==> config.mk <==
export PLATFORM = sky130hd
export DESIGN_NAME = psd_queue
export DESIGN_NICKNAME = d
export VERILOG_FILES = /design/src/hw/rtl/psd_pkg.sv /design/src/hw/rtl/psd_queue.sv
export SDC_FILE = /design/constraint.sdc
export NUM_CORES = 1
export LEC_CHECK = 0
export BUFFER_PORTS_ARGS = -buffer_cell sky130_fd_sc_hd__buf_4
export CORE_UTILIZATION = 32
export CTS_BUF_LIST = sky130_fd_sc_hd__clkbuf_8
export CTS_CLUSTER_SIZE = 20
export DETAILED_ROUTE_END_ITERATION = 10
export SLEW_MARGIN = 20
export SYNTH_ARGS = -nofsm -noshare
export SYNTH_HDL_FRONTEND = slang
export SYNTH_SLANG_ARGS = --single-unit
==> constraint.sdc <==
create_clock -name clk_i -period 2.65 [get_ports clk_i]
set_input_delay 0.3975 -clock clk_i [delete_from_list [all_inputs] [get_ports clk_i]]
set_output_delay 0.3975 -clock clk_i [all_outputs]
set_load 0.05 [all_outputs]
==> src/hw/rtl/psd_pkg.sv <==
// shared constants, types and register map of the point to segment distance block
package psd_pkg;

  localparam int COORD_WIDTH_DEF = 32;
  localparam int TOL_WIDTH       = 16;
  localparam int QUEUE_DEPTH     = 4;
  localparam int PADDR_WIDTH     = 3;
  localparam int PDATA_WIDTH     = 32;

  // register index, taken from paddr bit 2
  localparam logic REG_TOL_IDX = 1'b0;

  typedef enum logic [1:0] {
    PART_START    = 2'd0,
    PART_END      = 2'd1,
    PART_INTERIOR = 2'd2,
    PART_DEGEN    = 2'd3
  } part_e;

endpackage

==> src/hw/rtl/psd_queue.sv <==
// short first-in first-out queue between front and back pipelines
module psd_queue #(
  parameter int WIDTH = 8,
  parameter int DEPTH = psd_pkg::QUEUE_DEPTH
) (
  input  logic             clk_i,
  input  logic             rst_ni,
  input  logic             push_valid_i,
  output logic             push_ready_o,
  input  logic [WIDTH-1:0] push_data_i,
  output logic             pop_valid_o,
  input  logic             pop_ready_i,
  output logic [WIDTH-1:0] pop_data_o
);
  import psd_pkg::*;

  localparam int AW = (DEPTH > 1) ? $clog2(DEPTH) : 1;

  logic [WIDTH-1:0] mem_q [DEPTH];
  logic [AW-1:0] wr_ptr_q, rd_ptr_q;
  logic [AW:0] count_q;
  logic push, pop;

  assign push_ready_o = (count_q != (AW + 1)'(DEPTH));
  assign pop_valid_o  = (count_q != '0);
  assign push         = push_valid_i && push_ready_o;
  assign pop          = pop_valid_o && pop_ready_i;
  assign pop_data_o   = mem_q[rd_ptr_q];

  always_ff @(posedge clk_i) begin
    if (push) begin
      mem_q[wr_ptr_q] <= push_data_i;
    end
  end

  always_ff @(posedge clk_i or negedge rst_ni) begin
    if (!rst_ni) begin
      wr_ptr_q <= '0;
      rd_ptr_q <= '0;
      count_q  <= '0;
    end else begin
      if (push) begin
        wr_ptr_q <= (wr_ptr_q == AW'(DEPTH - 1)) ? '0 : wr_ptr_q + AW'(1);
      end
      if (pop) begin
        rd_ptr_q <= (rd_ptr_q == AW'(DEPTH - 1)) ? '0 : rd_ptr_q + AW'(1);
      end
      if (push && !pop) begin
        count_q <= count_q + (AW + 1)'(1);
      end else if (pop && !push) begin
        count_q <= count_q - (AW + 1)'(1);
      end
    end
  end

  a_count_bound : assert property (@(posedge clk_i) disable iff (!rst_ni)
    count_q <= (AW + 1)'(DEPTH))
    else $error("queue fill count beyond depth");

  a_count_up : assert property (@(posedge clk_i) disable iff (!rst_ni)
    (push && !pop) |=> (count_q == $past(count_q) + (AW + 1)'(1)))
    else $error("queue fill count missed a push");

  a_ptr_gap : assert property (@(posedge clk_i) disable iff (!rst_ni)
    (count_q == '0) |-> (wr_ptr_q == rd_ptr_q))
    else $error("queue pointers apart while empty");

endmodule

==> impl_metrics.toml, run 1 <==
[placement]
gp_congestion = 0.742
port_buffers = 21
dpl_worst_slack_ns = 0.458
dp_hpwl_mm = 1.73

[route]
wl_mm = 2.58
drt-vias-per-instance = 4.45
drt_first_iter_violations = 36
wl_met2_mm = 1.22
dr_total_vias = 769
drc = 0
drt-wirelength-per-cell_um = 14.9
first_pass_iters = 4
top_layer = "met4"
met1Wirelength_mm = 1.19
wl_met3_um = 128
ant_nets = 0

[job]
maxCapViolations = 0

[global_route]
grt_max_degree = 13
grt_pass1_wl_mm = 4.09
grt_util_all_layers_pct = 11.3
grt_pass1_vias = 823
grt.overflow.total = 0
antenna_found_initial = 0

[sta]
grt_setup_unrepaired = "no"
fmax_mhz = 450
setup_tns_ns = 0
hold_viol = 0
slew_violations = 0
period_share_pct = 83.9
final.min_clock_period_ns = 2.22
worst_slack_ns = 0.427
setup_violations = 0
hold_ws_ns = 0.310
slew_headroom_pct = 58.8
tightest_slew_ns = 0.618
clock_skew_ns = 0.00396

[critical_path]
critical_path_class = "reg -> out"
cp_num_buf_inv = 1
reg2reg_slack_ns = 0.45
critPathMaxFanout = 11
crit_path_cell_trace = "mux4_2, buf_4"
startpoint_type = "flop"
worstReg2RegStart = "count_q[0]"
slowest_delay_ns = 0.74
worst_path_max_delay_cell = "dfrtp_1"
critPathCaptureType = "output pin"
worst_path_dominant_cell_family = "flip-flops"
required_ns = 2.25
r2r_end = "count_q[2]"
worstPathArrival_ns = 1.83
reg2reg_depth = 8

[clock_tree]
post_cts_resized = 0
clkTransAtPathRegs_ns = 0.07
clockBufferDepth = 2
cts-root-buf = "clkbuf_8"
cts.sinks = 39
cts_hold_buf = 1
postCtsSetupRepairBufs = 0
tritoncts = "done"
cts_buffers = 5
clock_latency_ns = 0.29
htree_num_levels = 2

[floorplanning]
io-pin-count = 22
start_util_pct = 33.5
row_count = 25
die_y_um = 72.6
die_w_um = 72.6
die-area_um2 = 5270
fp.coreArea_um2 = 4750

[final_layout]
nets = 124
layout_commonest_cell = "edfxtp_1"
final_cell_mix = "edfxtp_1, buf_4, mux4_2"
drive_gt1_share_pct = 45.3
area_growth_pct = 23.5
antenna_cells = 0

[logic_synthesis]
synth-seq-cells = 39
yosysSeqAreaShare_pct = 71.3
synth_nets = 97
synthCells = 78
yosysWarnings = 0
synth_cell_types = 18
avgSynthCellArea_um2 = 20.4
post_synth_instance_area_um2 = 1590

[run_status]
outcome = "complete, no violations"

[worst_hold_path]
min_from = "push_data_i[5]"
min_path_type = "in -> reg"
whs_endpoint = "mem_q[0][5]"
min_delay_path_depth = 1

[power]
ir_drop_mv = 0.625
p_per_area_nw_per_um2 = 1280
leakage_nw = 0.746
==> synth_stat cells <==
cell type	number	area share (%)
and2_4	1	0.55
and3_2	4	1.9
buf_1	1	0.24
buf_2	1	0.31
dfrtp_1	7	11
edfxtp_1	32	60
fa_1	1	1.3
ha_1	6	4.7
inv_1	3	0.71
mux2_2	3	2.1
mux2_4	2	1.9
mux4_2	8	11
nand2_1	1	0.24
nor2_1	3	0.71
or3_2	1	0.47
or3b_4	1	0.71
xnor2_1	1	0.55
xor2_1	2	1.1
==> cell type report <==
type | count | area, µm²
fillers | 441 | 2790
flip-flops and latches | 39 | 1140
multi-input cells | 34 | 438
repair buffers | 22 | 168
well taps | 67 | 83.8
clock buffers | 5 | 68.8
clock inverters | 3 | 63.8
inverters | 3 | 11.3
==> state kept, by name (all words and copies together), names as in the netlist <==
signal / count
wr_ptr_q: 2
rd_ptr_q: 2
count_q: 3
mem_q: 32
==> layer usage <==
layer | vias to the layer above | track usage (%)
met5 | - | 0
met4 | 0 | 5.88
met3 | 4 | 4.28
met2 | 23 | 18.1
met1 | 387 | 13.3
li1 | 355 | -
==> cell families (layout without fill, tap and decap cells) <==
| kind of cell | Yosys count | after routing | synth area share [%] |
|---|---|---|---|
| flip-flops | 39 | 39 | 71.3 |
| multiplexers | 13 | 13 | 15.3 |
| AND/OR/NAND/NOR | 11 | 11 | 4.55 |
| buffers and inverters | 5 | 33 | 1.26 |
| adder cells (fa/ha/maj) | 7 | 7 | 5.97 |
| XOR/XNOR | 3 | 3 | 1.65 |
==> power by group <==
part / internal, W / leakage [nW] / switching [W]
combinational: 0.000415 / 0.301 / 0.000566
sequential: 0.000830 / 0.375 / 0.000139
clock: 0.000372 / 0.0695 / 0.000197
total: 0.00162 / 0.746 / 0.000902
==> worst max-delay path by stage <==
stage	slack, ns	to	from	depth (start not counted)
6_report	0.43	pop_data_o[6]	rd_ptr_q[0]	2
5_1_grt	0.29	pop_data_o[0]	rd_ptr_q[0]	2
4_1_cts	0.37	pop_data_o[6]	rd_ptr_q[0]	2
3_5_place_dp	0.46	count_q[2]	count_q[0]	8
3_3_place_gp	0.49	count_q[2]	count_q[0]	8
2_1_floorplan	0.38	count_q[2]	count_q[0]	8
==> through the flow <==
step / power (W) / std cells / utilization, % / area (µm²)
2_1_floorplan: 0.00171 / 78 / - / 1590
3_3_place_gp: 0.00195 / 164 / 38.4 / 1830
3_5_place_dp: 0.00198 / 164 / 38.4 / 1830
4_1_cts: 0.00256 / 173 / 41.4 / 1970
5_1_grt: 0.00266 / 173 / 41.4 / 1970
6_report: 0.00252 / 173 / 41.4 / 1970
Note: power is estimated with default switching activity, not from simulation.
==> run 2, diff against run 1 <==
--- a/config.mk
+++ b/config.mk
@@ -5,6 +5,7 @@
 export SDC_FILE = /design/constraint.sdc
 export NUM_CORES = 1
 export LEC_CHECK = 0
+export ABC_AREA = 1
 export BUFFER_PORTS_ARGS = -buffer_cell sky130_fd_sc_hd__buf_4
 export CORE_UTILIZATION = 32
 export CTS_BUF_LIST = sky130_fd_sc_hd__clkbuf_8
==> constraint.sdc (replaced) <==
create_clock -name clk_i -period 1.8 [get_ports clk_i]
set_input_delay 0.27 -clock clk_i [delete_from_list [all_inputs] [get_ports clk_i]]
set_output_delay 0.27 -clock clk_i [all_outputs]
set_load 0.05 [all_outputs]
==> impl_metrics.toml, run 2 <==
[global_route]
grt_pass1_wl_mm = 5.31
grt.overflow.total = 0
grt_util_all_layers_pct = 12.1
grt_max_degree = 34
antenna_found_initial = 0
grt_pass1_vias = 1084

[power]
p_seq_share_pct = 32.8
ir_drop_mv = 0.750
p_int_w = 0.00228
p_per_area_nw_per_um2 = 1820
leakage_nw = 0.942
comb_power_share_pct = 49.1
switching_share_pct = 42.7
power.net_switching_w = 0.00170
clkPwrFrac_pct = 18.2

[final_layout]
instances_no_fill = 257
nets = 205
drive_gt1_share_pct = 26.2
fillers = 512
largest_register = "mem_q"
area_growth_pct = 24.5
register_area_um2 = 1140
multi_input_area_um2 = 489
largest_reg_flops = 32
final_cell_mix = "nand2_1, edfxtp_1, buf_4"
antenna_cells = 0
largestRegisters = "mem_q x32, count_q x3"
layout_commonest_cell = "nand2_1"

[route]
drc = 0
drt-vias-per-instance = 4.27
drt_first_iter_violations = 43
drt-wirelength-per-cell_um = 11.5
ant_nets = 0
dr_total_vias = 1097
wl_mm = 2.95
first_pass_iters = 4

[logic_synthesis]
synth_cell_types = 16
synth_top_area_share_pct = 54.8
synth_top_area_cell = "edfxtp_1"
synthAdderAreaFrac_pct = 5.42
ys_top_cells_by_count = "nand2_1, edfxtp_1, inv_1"
synthXorXnorAreaFrac_pct = 0.499
avgSynthCellArea_um2 = 11.5
yosysWarnings = 0
yosys.area_share.simple_pct = 12.6
post_synth_instance_area_um2 = 1750
synth_compound_area_share_pct = 7.13
synthCells = 152
synth_top_family_by_area = "simple AND/OR/NAND/NOR gates"
synth-seq-cells = 39
ys_top_cells_by_area = "edfxtp_1, dfrtp_1, nand2_1, o211ai_1, inv_1"
synth_nets = 171
yosysSeqAreaShare_pct = 64.8
synth_flop_cell = "edfxtp_1"
yosysMostFrequentCell = "nand2_1"
synth_edf_count = 32
synthArstFlopShare_pct = 17.9
synth_mux_area_share_pct = 0

[sta]
slew_violations = 0
fmax_mhz = 599
worst_slack_ns = 0.131
clock_skew_ns = 0.00482
grt_setup_unrepaired = "no"
final.min_clock_period_ns = 1.67
slew_headroom_pct = 79.8
hold_ws_ns = 0.172
period_share_pct = 92.7
tightest_slew_ns = 0.302
setup_violations = 0
hold_viol = 0

[placement]
dp_hpwl_mm = 2.01
gp_congestion = 0.766
dpl_worst_slack_ns = 0.0565
dp_cells = 246
port_buffers = 21

[critical_path]
critPathLaunch = "count_q[1]"
worst_path_max_delay_cell = "fa_2"
critical_path_class = "reg -> reg"
reg2reg_slack_ns = 0.13
slowest_delay_ns = 0.43
reg2reg_depth = 9
worstPathArrival_ns = 1.84
critPathCaptureType = "flop"
startpoint_type = "flop"
worstReg2RegStart = "count_q[1]"
required_ns = 1.98
critPathMaxFanout = 4
crit_path_cell_trace = "inv_2, nand3_4, nand2_4, inv_1, ha_4, inv_2, fa_2, nand2_1, o21ai_0"
critPathMostFrequentCell = "inv_2"

[floorplanning]
die_y_um = 76.0
io-pin-count = 22
die_w_um = 76.0
row_count = 26
start_util_pct = 33.7
die-area_um2 = 5780
fp.coreArea_um2 = 5200

[clock_tree]
tritoncts = "done"
cts.sinks = 39
htree_num_levels = 2
clock_latency_ns = 0.29
clockBufferDepth = 2
cts-root-buf = "clkbuf_8"
clkTransAtPathRegs_ns = 0.08
cts_buffers = 5

[worst_hold_path]
min_delay_path_depth = 1
min_from = "push_data_i[7]"
min_path_type = "in -> reg"

[job]
maxCapViolations = 0

[run_status]
outcome = "complete, no violations"
-- run 2: cell types whose count changed in the layout (fill, tap and decap cells not counted), sizes merged, moves of 2 or more --
cell | before | now
nand2 | 1 | 39
nand3 | 0 | 7
o211ai | 0 | 16
buf | 21 | 31
clkinv | 0 | 2
mux2 | 5 | 0
nor2 | 3 | 6
xor2 | 2 | 0
and3 | 4 | 0
inv | 4 | 30
mux4 | 8 | 0
-- run 2: worst paths after layout --
kind                          endpoint
setup reg to reg            count_q[1]
min in group asynchronous   count_q[1]
hold reg to reg            wr_ptr_q[1]
hold / removal             mem_q[1][7]
max in group asynchronous  rd_ptr_q[1]
setup / recovery            count_q[1]
-- run 2: area by class of cell --
cell class	count	area share [%]
inverter	30	5.15
timing repair buffer	32	11.3
clock buffer	5	3.15
tap	70	4.01
clock inverter	3	2.00
multi-input combinational	78	22.4
sequential	39	52.0
-- run 2: power groups by stage --
stage                     registers [W]  clock network [W]  logic, W
after floorplan                 0.00132                  0   0.00145
final                           0.00130           0.000722   0.00195
after detailed placement        0.00132                  0   0.00193
after global routing            0.00133           0.000777   0.00217
after global placement          0.00132                  0   0.00191
after CTS                       0.00130           0.000738   0.00193
-- run 2: kinds of logic (layout without fill, tap and decap cells) --
kind of cell	count (synthesis)	after routing
flops	39	39
simple gates	53	53
buf+inv	35	70
compound gates	17	17
fa+ha+maj	7	7
xor+xnor	1	1
-- run 2: layer usage --
layer  vias to the layer above  wire, µm  GRT usage (%)
li1                        568         -              -
met3                         6        91           2.99
met4                         0        65           6.15
met1                       506      1330           14.2
met2                        17      1460           20.5
met5                         -         0              0
-- run 2: critical path, delay by kind of cell (launching register included) --
kind            cells  cell delay [ns]
compound gates      1             0.07
buf+inv             3             0.24
flops               1             0.40
fa+ha+maj           2             0.60
simple gates        3             0.25
-- run 2: stage by stage --
stage                     utilization, %  instance area [µm²]   TNS, ns  power [W]
final                               42.0                 2180         0    0.00398
after global routing                42.0                 2180         0    0.00428
after CTS                           41.4                 2150         0    0.00397
after detailed placement            39.0                 2030         0    0.00325
after global placement              39.0                 2030         0    0.00323
after floorplan                        -                 1780  -0.00674    0.00277
-- run 2: what timing repair did --
action                     in CTS  in global routing
hold endpoints to repair        7                  0
setup buffers                   0                  2
gates resized for setup         0                  4
hold buffers                    1                  0
setup endpoints to repair       0                  3
==> run 3, diff against run 2 <==
--- a/config.mk
+++ b/config.mk
@@ -7,6 +7,7 @@
 export LEC_CHECK = 0
 export ABC_AREA = 1
 export BUFFER_PORTS_ARGS = -buffer_cell sky130_fd_sc_hd__buf_4
+export CORE_ASPECT_RATIO = 1.25
 export CORE_UTILIZATION = 32
 export CTS_BUF_LIST = sky130_fd_sc_hd__clkbuf_8
 export CTS_CLUSTER_SIZE = 20
==> impl_metrics.toml, run 3 (same netlist as run 2, synthesis figures left out) <==
[sta]
clock_skew_ns = 0.00375
slew_headroom_pct = 79.0
fmax_mhz = 595
tightest_slew_ns = 0.315
period_share_pct = 93.4
final.min_clock_period_ns = 1.68
grt_setup_unrepaired = "no"
setup_violations = 0
setup_tns_ns = 0
hold_viol = 0
slew_violations = 0

[final_layout]
final_util_pct = 40.9
drive_gt1_share_pct = 25.4
register_area_um2 = 1140
final_cell_mix = "nand2_1, edfxtp_1, buf_4"
area_growth_pct = 20.9
largest_reg_flops = 32
antenna_cells = 0
largestRegisters = "mem_q x32, count_q x3"
final_area_um2 = 2120
largest_register = "mem_q"
multi_input_area_um2 = 482
fillers = 503
nets = 203
layout_commonest_cell = "nand2_1"

[global_route]
grt_pass1_vias = 1069
antenna_found_initial = 0
grt-busiest-layer = "met2"
grt_pass1_wl_mm = 4.67
gr-usage-met3_pct = 2.99
grt_max_degree = 36
grt.overflow.total = 0
grt_util_all_layers_pct = 11.4
grtUsageMet1_pct = 11.6
met2_usage_pct = 19.8

[clock_tree]
clkTransAtPathRegs_ns = 0.07
cts-root-buf = "clkbuf_8"
clockBufferDepth = 2
cts.sinks = 39
cts_buffers = 5
tritoncts = "done"
htree_num_levels = 2
clock_latency_ns = 0.29

[route]
drt-vias-per-instance = 4.41
drt-wirelength-per-cell_um = 11.0
drt_first_iter_violations = 30
dr_total_vias = 1090
ant_nets = 0
wl_mm = 2.73
drc = 0
first_pass_iters = 4

[floorplanning]
fp.coreArea_um2 = 5190
die-area_um2 = 5780
row_count = 29
die_w_um = 68.2
io-pin-count = 22
die_y_um = 84.8
start_util_pct = 33.8

[critical_path]
critical_path_class = "reg -> reg"
critPathCaptureType = "flop"
cp_num_buf_inv = 3
worst_path_max_delay_cell = "fa_2"
slowest_delay_ns = 0.42
critPathMostFrequentCell = "inv_2"
crit_path_cell_trace = "inv_2, nand3_4, nand2_4, inv_1, ha_2, inv_2, fa_2, nand2_1, o21ai_0"
worst_path_dominant_cell_family = "adder cells"
critPathMaxFanout = 7
startpoint_type = "flop"
required_ns = 1.97
worstPathArrival_ns = 1.85

[power]
switching_share_pct = 43.9
power.net_switching_w = 0.00164
p_total_w = 0.00374
comb_power_share_pct = 50.7
p_per_area_nw_per_um2 = 1760
ir_drop_mv = 0.653
p_seq_share_pct = 34.7
clkPwrFrac_pct = 14.6
leakage_nw = 0.917
p_int_w = 0.00210

[run_status]
outcome = "complete, no violations"

[placement]
dp_hpwl_mm = 1.88
place_area_um2 = 2010
port_buffers = 21
gp_congestion = 0.713

[job]
maxCapViolations = 0

[worst_hold_path]
min_path_type = "in -> reg"
[run 3: cell types whose count changed in the layout (fill, tap and decap cells not counted), sizes merged]
| cell | before | now |
|---|---|---|
| inv | 30 | 31 |
| buf | 31 | 29 |
| clkinv | 2 | 1 |
| bufinv | 1 | 0 |
| clkinvlp | 0 | 1 |
[run 3: worst register-to-register path, delay by kind of cell, from the launching register on]
family | cells | cell delay [ns]
buffers and inverters | 3 | 0.23
and+or+nand+nor | 3 | 0.27
DFF | 1 | 0.40
AOI/OAI and AO/OA | 1 | 0.07
adders and majority gates | 2 | 0.60
[run 3: repair_timing]
action / CTS / global route
endpoints found under the setup margin: 0 / 1
resized for setup: 0 / 3
buffers inserted: 0 / 1
endpoints found under the hold margin: 7 / 0
hold buffers: 1 / 0
[run 3: power by group through the flow]
| stage | Clock, W | Combinational [W] | Sequential [W] |
|---|---|---|---|
| after floorplan | 0 | 0.00145 | 0.00132 |
| after global placement | 0 | 0.00189 | 0.00132 |
| after detailed placement | 0 | 0.00190 | 0.00132 |
| after CTS | 0.000571 | 0.00190 | 0.00130 |
| after global routing | 0.000607 | 0.00209 | 0.00132 |
| final | 0.000546 | 0.00190 | 0.00130 |
[run 3: final timing paths]
check                          startpoint          end  slack (ns)  depth (start not counted)
max                            count_q[1]   count_q[1]        0.12                          9
min                        push_data_i[3]  mem_q[1][3]        0.18                          1
max reg2reg                    count_q[1]   count_q[1]        0.12                          9
min reg2reg                   wr_ptr_q[1]  wr_ptr_q[1]        0.54                          2
max in group asynchronous          rst_ni  wr_ptr_q[0]        1.35                          2
min in group asynchronous          rst_ni   count_q[1]        0.33                          2
[run 3: cell type report]
| cell class | count | share of cell area, % |
|---|---|---|
| timing repair buffer | 30 | 10.7 |
| clock buffer | 5 | 3.24 |
| multi-input combinational | 78 | 22.7 |
| sequential | 39 | 53.6 |
| clock inverter | 3 | 0.767 |
| inverter | 30 | 5.31 |
| tap | 62 | 3.66 |
[run 3: per-layer routing]
layer | wire [µm] | vias up
met5 | 0 | -
met4 | 73 | 0
met3 | 105 | 7
met2 | 1470 | 16
met1 | 1080 | 501
li1 | - | 566
[run 3: per-stage QoR]
step / std cells / setup WS [ns] / hold slack (ns)
after floorplan: 152 / -0.00674 / -0.0256
after global placement: 237 / 0.102 / 0.0884
after detailed placement: 237 / 0.0411 / 0.0903
after CTS: 246 / 0.0295 / 0.171
after global routing: 247 / 0.00233 / 0.170
final: 247 / 0.120 / 0.184
